<file path="config.mk">
export PLATFORM = sky130hd
export DESIGN_NAME = ascii_command_frame_parser_top
export DESIGN_NICKNAME = d
export VERILOG_FILES = /design/src/rtl/acf_pkg.sv /design/src/rtl/acf_cell.sv /design/src/rtl/acf_setting.sv /design/src/rtl/ascii_command_frame_parser_top.sv
export SDC_FILE = /design/constraint.sdc
export NUM_CORES = 1
export LEC_CHECK = 0
export ABC_AREA = 1
export BUFFER_PORTS_ARGS = -buffer_cell sky130_fd_sc_hd__buf_4
export CAP_MARGIN = 10
export CORE_MARGIN = 5
export CORE_UTILIZATION = 43
export CTS_BUF_LIST = sky130_fd_sc_hd__clkbuf_4 sky130_fd_sc_hd__clkbuf_8
export DETAILED_ROUTE_END_ITERATION = 8
export MAX_ROUTING_LAYER = met4
export PLACE_DENSITY = 0.71
export SYNTH_ARGS = -nofsm -noshare
export SYNTH_HDL_FRONTEND = slang
export SYNTH_SLANG_ARGS = --single-unit
</file>
<file path="constraint.sdc">
create_clock -name clk -period 10.3 [get_ports clk]
set_input_delay 3.09 -clock clk [delete_from_list [all_inputs] [get_ports clk]]
set_output_delay 3.09 -clock clk [all_outputs]
set_load 0.05 [all_outputs]
</file>
<file path="src/rtl/acf_pkg.sv">
package acf_pkg;

    localparam int FRAME_LEN = 8;
    localparam int ECHO_LEN  = FRAME_LEN + 1;

    localparam logic [2:0] K_ECHO    = 3'd0;
    localparam logic [2:0] K_HIGH1   = 3'd1;
    localparam logic [2:0] K_HIGH2   = 3'd2;
    localparam logic [2:0] K_LOW1    = 3'd3;
    localparam logic [2:0] K_LOW2    = 3'd4;
    localparam logic [2:0] K_TIMER   = 3'd5;
    localparam logic [2:0] K_LANG    = 3'd6;
    localparam logic [2:0] K_REFRESH = 3'd7;

    localparam logic [7:0] CH_DOLLAR  = 8'h24;
    localparam logic [7:0] CH_ZERO    = 8'd48;
    localparam logic [7:0] CH_NINE    = 8'd57;
    localparam logic [7:0] CH_ONE     = 8'h31;
    localparam logic [7:0] CH_TWO     = 8'h32;
    localparam logic [7:0] CH_A       = 8'h41;
    localparam logic [7:0] CH_T       = 8'h54;
    localparam logic [7:0] CH_L       = 8'h4C;
    localparam logic [7:0] CH_H       = 8'h48;
    localparam logic [7:0] CH_P       = 8'h50;
    localparam logic [7:0] CH_E       = 8'h45;
    localparam logic [7:0] CH_NEWLINE = 8'd10;

    localparam logic [9:0] MS_PER_S   = 10'd1000;

    // alarm value starts at byte 4, timer value at byte 2
    localparam logic [3:0] ALARM_POS  = 4'd4;
    localparam logic [3:0] TIMER_POS  = 4'd2;
    localparam logic [3:0] IDX_NL     = 4'd8;
    localparam logic [3:0] IDX_SET    = 4'd9;

    typedef struct packed {
        logic       load;
        logic       step;
        logic [3:0] idx;
        logic [7:0] head;
    } acf_ctl_t;

endpackage

</file>
<file path="src/rtl/acf_cell.sv">
module acf_cell
    import acf_pkg::*;
(
    input  logic       clk,
    input  logic       load,
    input  logic [7:0] load_d,
    input  logic       shift,
    input  logic [7:0] shift_d,
    output logic [7:0] q
);

    logic [7:0] q_reg;
    logic [7:0] q_next;

    always_comb
    begin
        q_next = q_reg;
        if (load)
        begin
            q_next = load_d;
        end
        else if (shift)
        begin
            q_next = shift_d;
        end
    end

    always_ff @(posedge clk)
    begin
        q_reg <= q_next;
    end

    assign q = q_reg;

endmodule

</file>
<file path="src/rtl/acf_setting.sv">
module acf_setting
    import acf_pkg::*;
(
    input  logic        clk,
    input  acf_ctl_t    ctl,
    input  logic [7:0]  cmd,
    input  logic [7:0]  grp,
    input  logic [7:0]  sel,
    input  logic [7:0]  lang,
    input  logic [31:0] now_ms,
    output logic [2:0]  kind,
    output logic [31:0] value
);

    logic [7:0]  cmd_reg, grp_reg, sel_reg, lang_reg;
    logic [31:0] now_reg;
    logic [19:0] acc_reg, acc_next;
    logic        ok_reg, ok_next;
    logic [2:0]  kind_reg, kind_next;
    logic [31:0] val_reg, val_next;
    logic        in_range;
    logic        is_digit;
    logic [3:0]  digit;
    logic [29:0] prod;

    always_comb
    begin
        in_range = 1'b0;
        case (cmd_reg)
            CH_A:    in_range = (ctl.idx >= ALARM_POS) && (ctl.idx < IDX_NL);
            CH_T:    in_range = (ctl.idx >= TIMER_POS) && (ctl.idx < IDX_NL);
            default: in_range = 1'b0;
        endcase
    end

    assign is_digit = ctl.head inside {[CH_ZERO:CH_NINE]};
    assign digit    = 4'(ctl.head - CH_ZERO);
    assign prod     = 30'(acc_reg) * 30'(MS_PER_S);

    always_comb
    begin
        acc_next  = acc_reg;
        ok_next   = ok_reg;
        kind_next = kind_reg;
        val_next  = val_reg;
        if (ctl.load)
        begin
            acc_next = '0;
            ok_next  = 1'b1;
        end
        else if (ctl.step && in_range)
        begin
            ok_next  = ok_reg && is_digit;
            acc_next = {acc_reg[16:0], 3'b000} + {acc_reg[18:0], 1'b0} + 20'(digit);
        end
        else if (ctl.step && (ctl.idx == IDX_NL))
        begin
            kind_next = K_REFRESH;
            val_next  = '0;
            case (cmd_reg)
                CH_A:
                begin
                    if (ok_reg)
                    begin
                        if (grp_reg == CH_H && sel_reg == CH_ONE)
                        begin
                            kind_next = K_HIGH1;
                        end
                        else if (grp_reg == CH_H && sel_reg == CH_TWO)
                        begin
                            kind_next = K_HIGH2;
                        end
                        else if (grp_reg == CH_L && sel_reg == CH_ONE)
                        begin
                            kind_next = K_LOW1;
                        end
                        else if (grp_reg == CH_L && sel_reg == CH_TWO)
                        begin
                            kind_next = K_LOW2;
                        end
                        if (kind_next != K_REFRESH)
                        begin
                            val_next = 32'(acc_reg);
                        end
                    end
                end
                CH_T:
                begin
                    if (ok_reg)
                    begin
                        kind_next = K_TIMER;
                        val_next  = {2'b00, prod} + now_reg;
                    end
                end
                CH_L:
                begin
                    if (lang_reg == CH_P)
                    begin
                        kind_next = K_LANG;
                    end
                    else if (lang_reg == CH_E)
                    begin
                        kind_next = K_LANG;
                        val_next  = 32'd1;
                    end
                end
                default:
                begin
                    kind_next = K_REFRESH;
                end
            endcase
        end
    end

    always_ff @(posedge clk)
    begin
        if (ctl.load)
        begin
            cmd_reg  <= cmd;
            grp_reg  <= grp;
            sel_reg  <= sel;
            lang_reg <= lang;
            now_reg  <= now_ms;
        end
        acc_reg  <= acc_next;
        ok_reg   <= ok_next;
        kind_reg <= kind_next;
        val_reg  <= val_next;
    end

    assign kind  = kind_reg;
    assign value = val_reg;

endmodule

</file>
<file path="src/rtl/ascii_command_frame_parser_top.sv">
// A frame's first echo request is offered in the cycle after its closing byte is taken.
// Throughput: one byte per cycle; a frame drains as ten output requests, one per cycle
// at best, paced by the echo cell chain; a closing byte waits while a frame drains
// and is taken in the same cycle as the frame's last request.
// The timer deadline multiply runs as the newline is taken.
// Reset (rst_n, async, active low) clears the burst count, the busy flag and the output counter.
module ascii_command_frame_parser_top
    import acf_pkg::*;
(
    input  logic        clk,
    input  logic        rst_n,
    input  logic        in_valid,
    output logic        in_ready,
    input  logic [7:0]  rx_byte,
    input  logic        burst_end,
    input  logic [31:0] now_ms,
    output logic        out_valid,
    input  logic        out_ready,
    output logic [2:0]  kind,
    output logic [7:0]  echo_char,
    output logic [31:0] setting_value,
    output logic        last
);

    logic [3:0] count_reg, count_next;
    logic       busy_reg, busy_next;
    logic [3:0] idx_reg, idx_next;
    logic       in_acc, out_acc;
    logic       store_shift;
    logic       frame_ok;
    logic [7:0] store_q [FRAME_LEN];
    logic [7:0] echo_q [ECHO_LEN];
    logic [7:0] frame_byte [FRAME_LEN];
    acf_ctl_t   ctl;
    logic [2:0] set_kind;
    logic [31:0] set_value;

    // a closing byte may reload the chains as the last request leaves
    assign in_ready    = !busy_reg || !burst_end || (out_acc && last);
    assign in_acc      = in_valid && in_ready;
    assign out_valid   = busy_reg;
    assign out_acc     = out_valid && out_ready;
    assign store_shift = in_acc && (count_reg < 4'(FRAME_LEN));

    // store chain shifts toward cell 0; with seven bytes held, byte 0 sits in cell 1
    genvar g;
    generate
        for (g = 0; g < FRAME_LEN; g++)
        begin : g_store
            acf_cell u_cell (
                .clk     (clk),
                .load    (1'b0),
                .load_d  (8'h00),
                .shift   (store_shift),
                .shift_d ((g == FRAME_LEN - 1) ? rx_byte : store_q[(g + 1) % FRAME_LEN]),
                .q       (store_q[g])
            );
        end
        for (g = 0; g < FRAME_LEN; g++)
        begin : g_frame
            if (g == FRAME_LEN - 1)
            begin : g_tail
                assign frame_byte[g] = rx_byte;
            end
            else
            begin : g_body
                assign frame_byte[g] = store_q[g + 1];
            end
        end
    endgenerate

    assign frame_ok = in_acc && burst_end && (count_reg == 4'(FRAME_LEN - 1))
                      && (frame_byte[0] == CH_DOLLAR);

    generate
        for (g = 0; g < ECHO_LEN; g++)
        begin : g_echo
            acf_cell u_cell (
                .clk     (clk),
                .load    (frame_ok),
                .load_d  ((g == ECHO_LEN - 1) ? CH_NEWLINE : frame_byte[g % FRAME_LEN]),
                .shift   (out_acc),
                .shift_d ((g == ECHO_LEN - 1) ? 8'h00 : echo_q[(g + 1) % ECHO_LEN]),
                .q       (echo_q[g])
            );
        end
    endgenerate

    always_comb
    begin
        count_next = count_reg;
        busy_next  = busy_reg;
        idx_next   = idx_reg;
        if (in_acc)
        begin
            if (burst_end)
            begin
                count_next = '0;
            end
            else if (count_reg <= 4'(FRAME_LEN))
            begin
                count_next = count_reg + 4'd1;
            end
        end
        if (out_acc)
        begin
            idx_next = idx_reg + 4'd1;
            if (idx_reg == IDX_SET)
            begin
                busy_next = 1'b0;
            end
        end
        if (frame_ok)
        begin
            busy_next = 1'b1;
            idx_next  = '0;
        end
    end

    always_ff @(posedge clk or negedge rst_n)
    begin
        if (!rst_n)
        begin
            count_reg <= '0;
            busy_reg  <= 1'b0;
            idx_reg   <= '0;
        end
        else
        begin
            count_reg <= count_next;
            busy_reg  <= busy_next;
            idx_reg   <= idx_next;
        end
    end

    assign ctl.load = frame_ok;
    assign ctl.step = out_acc;
    assign ctl.idx  = idx_reg;
    assign ctl.head = echo_q[0];

    acf_setting u_setting (
        .clk    (clk),
        .ctl    (ctl),
        .cmd    (frame_byte[1]),
        .grp    (frame_byte[2]),
        .sel    (frame_byte[3]),
        .lang   (frame_byte[7]),
        .now_ms (now_ms),
        .kind   (set_kind),
        .value  (set_value)
    );

    assign last          = (idx_reg == IDX_SET);
    assign kind          = last ? set_kind : K_ECHO;
    assign echo_char     = last ? 8'h00 : echo_q[0];
    assign setting_value = last ? set_value : 32'd0;

endmodule

</file>
==> metrics <==
top_reg_cell synth edfxtp_1; die footprint 42050 sq um; GP Congestion 0.9445; Hold-fix buffers, CTS 0; FF-to-FF End u_setting.value[27]; Max Slew Vio Count 0; CP required 7.21 ns; Initial Util 0.4354; CTS Buf Count 44; Crit Path Max Fanout 3; worst slew pin tran 1.153 ns; crit path kind in -> out; Final Setup Violations 0; Final min period 6.768 ns; Final Hold Vio Count 0; GR Overflow Total 0; IO buf count 90; Layout area overhead 12.69%; CTS-repair resized insts 0; share of cells above drive strength 1 0.09167; Clk Latency, worst-skew pair 0.63 ns; Synth cell types 36; Seq/Total Area, Yosys 0.4427; wire per inst 15.59 microns; Clock Tree Buf Depth 3; critical path depth in cells 4; Rows 71; Critical Path Start out_ready; PwrDens 111.5 nW/um^2; setup slack, reg-to-reg 4.45 ns; clock skew 0.04048 ns; Yosys warning count 0; crit path max-delay cell type buf_4; Crit. End Element output pin; Final Instance Area 18440 sq um; DRC violation count after routing 0; number of buffers and inverters on the critical path 3; die height 205.1 microns; pin count of the biggest net entering global routing 67; drt total wl 39440 microns; Final Cycle Share 0.6571; max reg flops 65; synthesized area 16360 sq um; Inserted Diodes 0; syn avg cell area 8.744 sq um; H-tree lvl count 2; Synth area leader edfxtp_1; global-route wire length before repair 64580 microns; total track usage 0.1990; total power 0.002055 W; initial antenna violation count 0; crit path capture in_ready; CP cell instances buf_4 -> inv_1 -> o211ai_2 -> buf_4; worst vdd ir 0.0001291 V; fill cell count 3568; Synth Instances 1871; CTS Root Cell clkbuf_8; Crit path largest cell delay 0.24 ns; cell mode on critical path buf_4; clock sinks 250; crit-path leading delay family buffers and inverters; syn_nets 2115; Nets 2231; Max-slew headroom 0.2292; Final TNS setup 0 ns; number of global-route vias before repair 12.87k; core area 37580 sq um; hpwl dp 29670 microns; unrepaired setup endpoints after global routing false; status completed; via count 12.42k; Setup Buffers After CTS 0; FF-to-FF path depth 26; #FFs+latches synth 250; vias per cell 4.913; DP Area 17590 sq um; number of enable flip-flop cells after synthesis 219; fmax 147.7 MHz; Worst Path Arrival 3.68 ns; Die Wd 205.1 microns; Hold/Removal Path Class reg -> reg; antenna viol nets, final 0; initial DRC count 649; IO Pins 91; worst r2r src u_setting.acc_reg[3]; clock slew at reported path FFs 0.06 ns; CTS tree yes; FFs w/ async S/R, synth 0.03600; synth top area cells edfxtp_1, nand2_1, ha_1; Leak 8.618 nW; iteration count of the initial detailed-routing pass 5; maxcap violations 0; startpoint types input port; Yosys top cell area share 0.4020
-- cells in the final DEF (no fill, tap or decap), types with 22 or more instances in the layout --
cell      Yosys  final
o21ai_0      42     42
ha_1        126    126
nand2_1     547    546
a21oi_1      88     88
buf_4         5     98
xor2_1       23     23
nand3_1     103    103
nor2_1      181    181
fa_1         73     73
inv_1       320    319
dfxtp_1      22     22
clkbuf_8      0     44
edfxtp_1    219    219
-- worst min path at each step --
stage                     depth (start not counted)  slack, ns                     end              startpoint
after floorplan                                   2       0.43   g_echo[8].u_cell.q[1]   g_echo[8].u_cell.q[1]
after global placement                            0       0.43  g_store[6].u_cell.q[0]  g_store[7].u_cell.q[0]
after detailed placement                          0       0.43  g_store[4].u_cell.q[6]  g_store[5].u_cell.q[6]
after CTS                                         0       0.44  g_store[5].u_cell.q[7]  g_store[6].u_cell.q[7]
after global routing                              0       0.46  g_store[6].u_cell.q[0]  g_store[7].u_cell.q[0]
final                                             0       0.44  g_store[5].u_cell.q[7]  g_store[6].u_cell.q[7]
-- cells by family after synthesis --
kind of cell    after synthesis  share of synthesized area
fa+ha+maj                   199                     0.1857
simple gates                892                     0.2236
compound gates              148                    0.04834
xor+xnor                     30                    0.01606
buf+inv                     352                    0.08359
flops                       250                     0.4427
-- worst register-to-register path: cells and delay by family, from the launching register on --
family                     cells  cell delay, ns
and+or+nand+nor               17            1.92
DFF                            1            0.51
buffers and inverters          3            0.37
adders and majority gates      6            2.81
-- metrics by stage --
step	setup slack [ns]	utilization	hold slack (ns)	std cells
floorplan	3.544	-	0.4263	1871
global placement	3.532	0.4681	0.4272	2452
detailed placement	3.541	0.4681	0.4326	2452
CTS	3.535	0.4906	0.4418	2529
global route	3.511	0.4906	0.4560	2529
finish	3.532	0.4906	0.4426	2529
-- area by class of cell --
| type | count | area [sq um] | share of cell area |
|---|---|---|---|
| Clock buffer | 58 | 710.7 | 0.03855 |
| Tap cell | 511 | 639.4 | 0.03468 |
| Clock inverter | 19 | 133.9 | 0.007262 |
| Timing Repair Buffer | 98 | 735.7 | 0.03991 |
| Multi-Input combinational cell | 1269 | 7757 | 0.4208 |
| Sequential cell | 250 | 7242 | 0.3928 |
| Inverter | 324 | 1216 | 0.06597 |
-- metal layers --
layer / global-route usage / part of all wire / wire, microns / up-vias
met4: 0.07632 / 0.035 / 1367 / 0
met2: 0.3475 / 0.51 / 19930 / 261
li1: - / - / - / 6219
met1: 0.2329 / 0.42 / 16490 / 5859
met3: 0.02944 / 0.042 / 1650 / 85
met5: - / 0 / 0 / -
-- synthesized netlist by cell type, types with 4 or more instances --
cell	count
a21boi_0	5
a21o_1	5
a21oi_1	88
and2_1	4
buf_2	10
buf_4	5
clkbuf_1	11
dfrtp_1	9
dfxtp_1	22
edfxtp_1	219
fa_1	73
ha_1	126
inv_1	320
inv_2	4
nand2_1	547
nand3_1	103
nand3b_1	15
nand4_1	9
nor2_1	181
nor3_1	15
o21a_1	5
o21ai_0	42
or2_2	5
xnor2_1	7
xor2_1	23
-- where the power goes --
part	switching, W	internal [W]	total [W]
Sequential	0.00000874	0.00111	0.00112
Combinational	0.0000194	0.0000168	0.0000362
Clock	0.000417	0.000478	0.000895
Total	0.000445	0.00161	0.00205
(Power assumes the default switching activity.)
